--- src/rtl/tst_pkg.sv ---
// ----------------------------------------------------------------------------
// tst_pkg: shared types and constants for the track slot table
// Op codes, payload structs, controller/datapath command and status.
// ----------------------------------------------------------------------------
package tst_pkg;

  localparam int unsigned ENTRIES_DEFAULT = 16;
  localparam logic [11:0] TTL_DEFAULT     = 12'd60;
  localparam logic [9:0]  MS_PER_SEC      = 10'd1000;

  localparam logic [1:0] OP_UPDATE = 2'd0;
  localparam logic [1:0] OP_PRUNE  = 2'd1;
  localparam logic [1:0] OP_FIND   = 2'd2;
  localparam logic [1:0] OP_CLEAR  = 2'd3;

  localparam logic [1:0] KIND_EXISTING = 2'd0;
  localparam logic [1:0] KIND_FREE     = 2'd1;
  localparam logic [1:0] KIND_EVICT    = 2'd2;
  localparam logic [1:0] KIND_NONE     = 2'd3;

  typedef struct packed {
    logic [1:0]         op;
    logic [15:0]        tracker_id;
    logic [15:0]        identity_code;
    logic signed [15:0] similarity;
    logic [47:0]        now_ms;
  } in_item_t;

  typedef struct packed {
    logic [3:0]         slot;
    logic [1:0]         slot_kind;
    logic               kept_valid;
    logic               dropped_valid;
    logic [3:0]         dropped_slot;
    logic [15:0]        found_identity;
    logic signed [15:0] found_similarity;
  } out_item_t;

  // controller -> datapath
  typedef struct packed {
    logic load;      // capture input word, clear scan index
    logic scan_step; // evaluate current entry, advance index
    logic write;     // write chosen slot
    logic clear_cnt; // zero in-use count
    logic [1:0] mode;  // which scan: one of the SCAN_ kinds below
    logic dedup;     // scan in dedup mode
  } dp_cmd_t;

  localparam logic [1:0] SCAN_MATCH = 2'd0;
  localparam logic [1:0] SCAN_FREE  = 2'd1;
  localparam logic [1:0] SCAN_OLD   = 2'd2;
  localparam logic [1:0] SCAN_PRUNE = 2'd3;

  // datapath -> controller
  typedef struct packed {
    logic last;   // scan index at last slot
    logic hit;    // current scan has found its entry
  } dp_sts_t;

endpackage

--- src/rtl/tst_ctrl.sv ---
// ----------------------------------------------------------------------------
// tst_ctrl: sequencer for the slot table
// Steps each update, prune or find op through its table scans, one slot per cycle.
// ----------------------------------------------------------------------------
module tst_ctrl (
  input  logic              clk,
  input  logic              rst,
  input  logic              start,
  input  logic [1:0]        op,
  input  tst_pkg::dp_sts_t  sts,
  output tst_pkg::dp_cmd_t  cmd,
  output logic              busy,
  output logic              done
);
  import tst_pkg::*;

  localparam logic [2:0] S_IDLE  = 3'd0;
  localparam logic [2:0] S_MATCH = 3'd1;
  localparam logic [2:0] S_FREE  = 3'd2;
  localparam logic [2:0] S_OLD   = 3'd3;
  localparam logic [2:0] S_WRITE = 3'd4;
  localparam logic [2:0] S_DEDUP = 3'd5;
  localparam logic [2:0] S_SCAN  = 3'd6;
  localparam logic [2:0] S_DONE  = 3'd7;

  logic [2:0] state, state_next;
  logic [1:0] op_r;

  always_ff @(posedge clk) begin
    if (rst) begin
      state <= S_IDLE;
      op_r  <= OP_UPDATE;
    end else begin
      state <= state_next;
      if (start && !busy) op_r <= op;
    end
  end

  assign busy = (state != S_IDLE);
  assign done = (state == S_DONE);

  always_comb begin
    state_next = state;
    cmd = '0;
    unique case (state)
      S_IDLE: begin
        if (start) begin
          cmd.load = 1'b1;
          unique case (op)
            OP_UPDATE: state_next = S_MATCH;
            OP_CLEAR: begin
              cmd.clear_cnt = 1'b1;
              state_next = S_DONE;
            end
            default: state_next = S_SCAN;
          endcase
        end
      end
      S_MATCH: begin
        cmd.scan_step = 1'b1;
        cmd.mode = SCAN_MATCH;
        if (sts.hit) state_next = S_WRITE;
        else if (sts.last) state_next = S_FREE;
      end
      S_FREE: begin
        cmd.scan_step = 1'b1;
        cmd.mode = SCAN_FREE;
        if (sts.hit) state_next = S_WRITE;
        else if (sts.last) state_next = S_OLD;
      end
      S_OLD: begin
        cmd.scan_step = 1'b1;
        cmd.mode = SCAN_OLD;
        if (sts.last) state_next = S_WRITE;
      end
      S_WRITE: begin
        cmd.write = 1'b1;
        state_next = S_DEDUP;
      end
      S_DEDUP: begin
        cmd.scan_step = 1'b1;
        cmd.dedup = 1'b1;
        if (sts.hit || sts.last) state_next = S_DONE;
      end
      S_SCAN: begin
        cmd.scan_step = 1'b1;
        cmd.mode = (op_r == OP_PRUNE) ? SCAN_PRUNE : SCAN_MATCH;
        if (sts.last || (op_r == OP_FIND && sts.hit)) state_next = S_DONE;
      end
      S_DONE: state_next = S_IDLE;
      default: state_next = S_IDLE;
    endcase
  end

  a_done_one: assert property (@(posedge clk) disable iff (rst)
    done |=> !done) else $error("done held two cycles");
  a_write_dedup: assert property (@(posedge clk) disable iff (rst)
    cmd.write |=> cmd.dedup) else $error("write not followed by dedup");
  a_idle_nobusy: assert property (@(posedge clk) disable iff (rst)
    done |=> !busy) else $error("busy after done");
endmodule

--- src/rtl/tst_dp.sv ---
// ----------------------------------------------------------------------------
// tst_dp: slot table storage and scan datapath
// Entry fields in a memory, valid bits in flops, one slot compared per cycle.
// ----------------------------------------------------------------------------
module tst_dp #(
  parameter int unsigned ENTRIES = tst_pkg::ENTRIES_DEFAULT
) (
  input  logic              clk,
  input  logic              rst,
  input  tst_pkg::in_item_t in_word,
  input  logic [11:0]       ttl_seconds,
  input  tst_pkg::dp_cmd_t  cmd,
  input  logic              done,
  output tst_pkg::dp_sts_t  sts,
  output tst_pkg::out_item_t result
);
  import tst_pkg::*;

  localparam int unsigned IW = (ENTRIES > 1) ? $clog2(ENTRIES) : 1;
  localparam int unsigned CW = $clog2(ENTRIES + 1);

  typedef struct packed {
    logic [15:0]        track;
    logic [15:0]        identity;
    logic signed [15:0] score;
    logic [47:0]        seen;
  } entry_t;

  entry_t      mem [ENTRIES];
  logic [ENTRIES-1:0] valid;
  logic [CW-1:0] count;
  in_item_t    item;
  logic [IW-1:0] idx;
  logic [IW-1:0] sel;       // chosen slot
  logic [1:0]  kind;
  logic [47:0] best_seen;
  logic        dropped;
  logic [IW-1:0] dslot;
  logic [15:0] fid;
  logic signed [15:0] fsim;
  logic [21:0] ttl_ms;

  entry_t      e;
  logic        in_lim, expired, is_last, cur_hit;
  logic [11:0] ttl_eff;
  logic [47:0] age;

  always_comb begin
    e        = mem[idx];
    in_lim   = ({{(32-IW){1'b0}}, idx} < {{(32-CW){1'b0}}, count});
    age      = item.now_ms - e.seen;
    expired  = (item.now_ms > e.seen) && (age > {26'd0, ttl_ms});
    is_last  = ({{(32-IW){1'b0}}, idx} == ENTRIES - 1);
    ttl_eff  = (ttl_seconds == 12'd0) ? TTL_DEFAULT : ttl_seconds;
    cur_hit  = 1'b0;
    if (cmd.dedup) begin
      cur_hit = in_lim && (idx != sel) && valid[idx]
                && (e.identity == item.identity_code)
                && (item.identity_code >= 16'd2);
    end else begin
      unique case (cmd.mode)
        SCAN_MATCH: cur_hit = in_lim && valid[idx] && (e.track == item.tracker_id);
        SCAN_FREE:  cur_hit = !valid[idx] || expired;
        default:    cur_hit = 1'b0;
      endcase
    end
  end

  assign sts.hit  = cur_hit;
  assign sts.last = is_last;

  // ttl in ms, registered off the config value (config changes only while idle)
  always_ff @(posedge clk) begin
    ttl_ms <= ttl_eff * MS_PER_SEC;
  end

  always_ff @(posedge clk) begin
    if (rst) begin
      valid <= '0;
      count <= '0;
    end else begin
      if (cmd.clear_cnt) count <= '0;
      if (cmd.write) begin
        valid[sel] <= 1'b1;
        if (kind != KIND_EXISTING && {{(CW-IW){1'b0}}, sel} >= count)
          count <= CW'({{(32-IW){1'b0}}, sel} + 1);
      end
      if (cmd.scan_step && !cmd.dedup && cmd.mode == SCAN_PRUNE
          && in_lim && valid[idx] && expired)
        valid[idx] <= 1'b0;
      if (cmd.scan_step && cmd.dedup && cur_hit) begin
        if (e.score >= item.similarity) valid[sel] <= 1'b0;
        else valid[idx] <= 1'b0;
      end
    end
  end

  // memory write port
  always_ff @(posedge clk) begin
    if (rst) begin
      for (int i = 0; i < ENTRIES; i++) mem[i] <= '0;
    end else if (cmd.write) begin
      mem[sel] <= '{item.tracker_id, item.identity_code, item.similarity, item.now_ms};
    end
  end

  always_ff @(posedge clk) begin
    if (cmd.load) begin
      item      <= in_word;
      idx       <= '0;
      sel       <= '0;
      kind      <= KIND_NONE;
      dropped   <= 1'b0;
      dslot     <= '0;
      fid       <= '0;
      fsim      <= '0;
    end else if (cmd.write) begin
      idx <= '0;
    end else if (cmd.scan_step) begin
      idx <= is_last ? '0 : idx + IW'(1);
      if (cmd.dedup) begin
        if (cur_hit && e.score < item.similarity) begin
          dropped <= 1'b1;
          dslot   <= idx;
        end
      end else begin
        unique case (cmd.mode)
          SCAN_MATCH: if (cur_hit) begin
            sel  <= idx;
            kind <= KIND_EXISTING;
            fid  <= e.identity;
            fsim <= e.score;
          end
          SCAN_FREE: if (cur_hit) begin
            sel  <= idx;
            kind <= KIND_FREE;
          end
          SCAN_OLD: begin
            if (idx == '0 || e.seen < best_seen) begin
              sel       <= idx;
              best_seen <= e.seen;
            end
            kind <= KIND_EVICT;
          end
          default: ;
        endcase
      end
    end
  end

  always_comb begin
    result = '0;
    if (item.op == OP_UPDATE) begin
      result.slot          = 4'(sel);
      result.slot_kind     = kind;
      result.kept_valid    = valid[sel];
      result.dropped_valid = dropped;
      result.dropped_slot  = 4'(dslot);
    end else if (item.op == OP_FIND) begin
      result.slot_kind = kind;
      if (kind == KIND_EXISTING) begin
        result.slot             = 4'(sel);
        result.found_identity   = fid;
        result.found_similarity = fsim;
      end
    end else begin
      result.slot_kind = KIND_NONE;
    end
  end

  a_cnt_range: assert property (@(posedge clk) disable iff (rst)
    count <= CW'(ENTRIES)) else $error("count above table depth");
  a_write_valid: assert property (@(posedge clk) disable iff (rst)
    cmd.write |=> valid[$past(sel)]) else $error("written slot not valid");
  a_done_upd: assert property (@(posedge clk) disable iff (rst)
    (done && item.op == OP_UPDATE) |-> kind != KIND_NONE)
    else $error("update without slot");
endmodule

--- src/rtl/track_slot_table_with_ttl.sv ---
// ----------------------------------------------------------------------------
// track_slot_table_with_ttl: tracked-object slot table with lifetime
// Update, prune, find and clear on a table of tracked entries.
// ----------------------------------------------------------------------------
// Usage: drive in_word and pulse start while busy is low; the word is taken
// at that edge and busy rises. Each word gives exactly one result word on
// result, marked by done for one cycle; the receiver cannot stall it.
// An op walks these states, one slot examined per cycle: clear goes straight
// to the result; find and prune run one scan; update runs the match scan, the
// free/expired scan, the oldest scan, a write, the dedup scan and the result,
// and skips the later scans once a slot is found.
// Next word can start the cycle after done, so the block takes no new word
// before the last one is through. Throughput is set by the single table read
// port walking the slots.
// The cfg channel (cfg_valid/cfg_ready) writes ttl_seconds; ready only while
// idle. Reset clears all entries, the in-use count, and sets ttl to 60 s.
// ----------------------------------------------------------------------------
module track_slot_table_with_ttl #(
  parameter int unsigned ENTRIES = tst_pkg::ENTRIES_DEFAULT
) (
  input  logic                clk,
  input  logic                rst,
  input  logic                start,
  input  tst_pkg::in_item_t   in_word,
  output logic                busy,
  output logic                done,
  output tst_pkg::out_item_t  result,
  input  logic                cfg_valid,
  output logic                cfg_ready,
  input  logic [11:0]         cfg_data
);
  import tst_pkg::*;

  dp_cmd_t cmd;
  dp_sts_t sts;
  logic [11:0] ttl_seconds;

  assign cfg_ready = !busy;

  always_ff @(posedge clk) begin
    if (rst) ttl_seconds <= TTL_DEFAULT;
    else if (cfg_valid && cfg_ready) ttl_seconds <= cfg_data;
  end

  tst_ctrl u_ctrl (
    .clk, .rst, .start, .op(in_word.op), .sts, .cmd, .busy, .done
  );

  tst_dp #(.ENTRIES(ENTRIES)) u_dp (
    .clk, .rst, .in_word, .ttl_seconds, .cmd, .done, .sts, .result
  );
endmodule

--- config.mk ---
export PLATFORM = sky130hd
export DESIGN_NAME = track_slot_table_with_ttl
export DESIGN_NICKNAME = d
export VERILOG_FILES = /design/src/rtl/tst_pkg.sv /design/src/rtl/tst_ctrl.sv /design/src/rtl/tst_dp.sv /design/src/rtl/track_slot_table_with_ttl.sv
export SDC_FILE = /design/constraint.sdc
export NUM_CORES = 2
export LEC_CHECK = 0
export BUFFER_PORTS_ARGS = -buffer_cell sky130_fd_sc_hd__buf_4
export CAP_MARGIN = 20
export CELL_PAD_IN_SITES_DETAIL_PLACEMENT = 1
export CELL_PAD_IN_SITES_GLOBAL_PLACEMENT = 1
export CORE_MARGIN = 2
export CORE_UTILIZATION = 35
export DETAILED_ROUTE_END_ITERATION = 16
export HOLD_SLACK_MARGIN = 0.15
export PLACE_DENSITY = 0.58
export REMOVE_ABC_BUFFERS = 1
export SKIP_LAST_GASP = 1
export SYNTH_ARGS = -nofsm -noshare
export SYNTH_HDL_FRONTEND = slang
export SYNTH_HIERARCHICAL = 1
export SYNTH_SLANG_ARGS = --single-unit
--- constraint.sdc ---
create_clock -name clk -period 12.4 [get_ports clk]
set_clock_uncertainty 0.15 [all_clocks]
set_input_delay 0.62 -clock clk [delete_from_list [all_inputs] [get_ports clk]]
set_output_delay 0.62 -clock clk [all_outputs]
set_load 0.005 [all_outputs]
==> metrics.md <==
| Metric | Value |
|---|---|
| Sequential-to-total area share from yosys stat | `61.13%` |
| Cell accounting for the most synthesized area | `sky130_fd_sc_hd__edfxtp_1` |
| Int Power | `13,460 µW` |
| # Max-Cap Violations | `0` |
| Net Switching | `7216 µW` |
| Average wire per standard cell | `30.38 µm` |
| Startpoint type of the worst setup path | `register` |
| Number of global-route vias before repair | `55,420` |
| Layout cells sized above 1 | `17.52%` |
| Worst path required time | `12.98 ns` |
| Main synth FF type | `sky130_fd_sc_hd__edfxtp_1` |
| Sequential Power Share | `36.9%` |
| Worst slack at placement | `3.192 ns` |
| Global-route congestion overflow total | `0` |
| Total global routing track utilization | `22.86%` |
| Clock tree from TritonCTS | `done` |
| Largest incremental delay on the critical path | `0.70 ns` |
| Post-Synthesis Mean Instance Area | `14.45 µm²` |
| Number of levels in the clock H-tree | `4` |
| Number of buffers inserted for hold repair after clock tree synthesis | `119` |
| Vias/cell | `5.556` |
| Worst setup endpoint | `u_ctrl/state[0]` |
| Async SR Flop Fraction | `0%` |
| Number of clock sinks | `1,790` |
| Number of antenna violations at the first check in global routing | `27` |
| Pins Over Slew Limit | `0` |
| Part of the power in the clock network | `28.3%` |
| Top cell type's share of synthesized area | `58.62%` |
| Die Footprint | `0.2502 mm²` |
| Fraction of the cycle the final worst path needs | `74.17%` |
| Die boundary width | `500.2 µm` |
| Unrepaired setup endpoints after global routing | `false` |
| Worst-case hold slack | `0.2289 ns` |
| Source-to-sink clock delay at the later pin of the worst-skew pair | `0.86 ns` |
| Peak supply drop | `0.1798 mV` |
| End-of-flow core utilization | `40.14%` |
| Most frequent cell on the critical path | `sky130_fd_sc_hd__a21oi_1` |
| Sum of net half-perimeters after detailed placement | `154.1 mm` |
| Cell with the biggest individual delay on the critical path | `sky130_fd_sc_hd__dfxtp_4` |
| Clock slew at reported path FFs | `0.06 ns` |
| Areal power density over the cells | `210.1 mW/mm²` |
| Combinational Power Share | `34.8%` |
| Number of vias after detailed routing | `52,560` |
| Drt total wl | `287.4 mm` |
| Area growth, synth to finish | `14.25%` |
| Critical setup path kind | `register to register` |
| Sum of negative setup slack | `0 ns` |
| Register cell area after layout | `0.05269 mm²` |
| Number of warnings reported in the yosys synthesis log | `6` |
| Number of setup buffers added after CTS | `0` |
| Routability Congestion | `0.8666` |
| Detailed Routing Iterations Pass 1 | `7` |
| Boundary pin count | `161` |
| Register bit total from synthesis | `1,790` |
| Final Worst Setup Slack | `3.202 ns` |
| Row cnt | `182` |
| Cts bufs inserted | `199` |
| Top cells by area, synth | `sky130_fd_sc_hd__edfxtp_1, sky130_fd_sc_hd__mux4_2, sky130_fd_sc_hd__and2_1` |
| Cell area after synthesis | `0.08616 mm²` |
| Worst Reg-to-Reg Cells | `28` |
| # nets final | `6,418` |
| LEAKAGE | `0.03518 µW` |
| Minimum clock period | `9.198 ns` |
| Max Buffers Root-to-Sink | `3` |
| Port-buffer cells | `160` |
| Delay-heaviest family, CP | `compound AO/OA/AOI/OAI gates` |
| Capturing point of the worst reg2reg path | `u_ctrl/state[0]` |
| Measured slew at the worst slew-check pin | `1.328 ns` |
| Number of gates on the worst path with buffers counted | `28` |
| Final number of setup-violating endpoints | `0` |
| Maximum achievable frequency | `108.7 MHz` |
| Core Box Area | `0.2453 mm²` |
| Sw Share | `34.89%` |
| Wire length of the first global-routing pass | `413.0 mm` |
| Final Hold Violating Endpoints | `0` |
| Initial standard-cell utilization of the core | `35.13%` |
| Resized Gates After CTS | `0` |
| Chip height | `500.2 µm` |
| Arrival time of the worst setup path | `9.78 ns` |
| Number of enable-type register cells in the synthesized netlist | `1,682` |
| Startpoint of the worst hold path | `cfg_valid` |
| Outcome | `finished clean` |
| Final std cell area, no fill | `0.09844 mm²` |
| Buffering stage count on the worst path with inverters included | `1` |
| Kind of end point of the critical path | `register` |
| Path class of the lowest-slack min-delay path | `primary input to register` |
| Multi-input logic area | `0.03106 mm²` |
| Worst-case register-to-register setup slack | `3.20 ns` |
| Synthesized instance count | `5,962` |
| Fillers | `24,570` |
| Post-detailed-placement cell area | `0.09090 mm²` |
| Crit-path max FO | `101` |
| Pin count of the biggest net entering global routing | `110` |
| Starting DRC count in detailed routing | `5,623` |
| Number of library cell types mapped by synthesis | `88` |
| Headroom to the max-slew limit | `10.51%` |
| Number of nets with antenna violations after routing | `0` |
| Clock root buffer | `sky130_fd_sc_hd__clkbuf_16` |
| DRC viols | `0` |
per-layer routing:
layer | wire [µm] | GRT usage [%]
met1 | 126800 | 32.56
met2 | 137300 | 37.44
met4 | 5297 | 4.814
met5 | 26 | 0
met3 | 17890 | 2.892
cell families after synthesis:
group / after synthesis / synth area share, %
AND/OR/NAND/NOR: 2117 / 14.36
XOR/XNOR: 84 / 0.8539
flip-flops: 1790 / 61.13
multiplexers: 529 / 13.09
buffers and inverters: 713 / 3.283
AO/OA/AOI/OAI: 489 / 3.476
adder cells (fa/ha/maj): 240 / 3.808
state kept, by name, indices dropped and copies added (netlist names), named ones only:
register        count
u_ctrl/op_r         2
u_dp/item          98
u_dp/fsim          16
u_dp/dropped        1
u_dp/sel            4
u_dp/dslot          4
u_dp/fid           16
u_dp/mem         1536
u_dp/valid         16
u_ctrl/state        3
u_dp/kind           2
u_dp/idx            4
u_dp/best_seen     48
u_dp/count          5
u_dp/ttl_ms        19
ttl_seconds        12
worst min path at each step:
stage / slack, ns / cells past startpoint / end
finish: 0.23 / 3 / ttl_seconds[10]
global route: 0.20 / 3 / ttl_seconds[10]
CTS: 0.16 / 3 / ttl_seconds[11]
detailed placement: 0.31 / 2 / u_dp/fid[10]
global placement: 0.30 / 2 / u_dp/fid[6]
floorplan: 0.28 / 2 / u_dp/dropped
placed cells by master (no fill, tap or decap), drive strengths merged, types with 32 or more instances in the layout:
master	synthesis	routed
dlygate4sd3	0	119
nand2	127	127
nand4	42	42
dfxtp	108	108
nand3	61	61
nor2	121	121
a21oi	183	183
ha	203	203
and2	1320	1320
a21o	51	51
xor2	35	35
mux4	476	476
inv	199	211
buf	110	278
clkbuf	386	270
nand2b	32	32
o21ai	121	121
edfxtp	1682	1682
nor3	257	257
clkinv	18	84
nor4	67	67
fa	37	37
mux2i	51	51
xnor2	49	49
through the flow:
step,cells,power [µW]
after floorplan,5466,13690
after global placement,8959,14880
after detailed placement,8963,14940
after CTS,9447,20870
after global routing,9448,21790
final,9459,20680
power by group through the flow:
stage	Sequential (µW)	Clock, µW	Combinational, µW
finish	7640	5840	7200
detailed placement	7770	0	7170
floorplan	7990	0	5700
CTS	7650	5960	7260
global route	7710	6190	7890
global placement	7750	0	7130
cell usage after synthesis, drive strengths merged, types with 32 or more instances:
library cell and count:
o21ai 121, dfxtp 108, inv 199, nand3 61
clkbuf 386, nand2 127, nor2 121, nand2b 32
buf 110, mux4 476, xnor2 49, and2 1320
nor3 257, a21oi 183, nor4 67, ha 203
edfxtp 1682, nand4 42, xor2 35, a21o 51
fa 37, mux2i 51
worst register-to-register path: cells and delay by family (launching register included):
family          cells  cell delay [ns]
buf+inv             1             0.71
mux                 3             1.47
simple gates       10             2.18
fa+ha+maj           3             0.92
flops               1             0.70
xor+xnor            1             0.14
compound gates     10             2.81
area by class of cell:
class | instances | share of cell area [%]
tap | 3220 | 4.093
inverter | 217 | 0.8274
clock inverter | 95 | 0.9190
clock buffer | 270 | 5.477
sequential | 1790 | 53.52
multi-input combinational | 3459 | 31.55
antenna | 11 | 0.02796
timing repair buffer | 397 | 3.584
No activity file was read; power rests on OpenSTA's default activity.
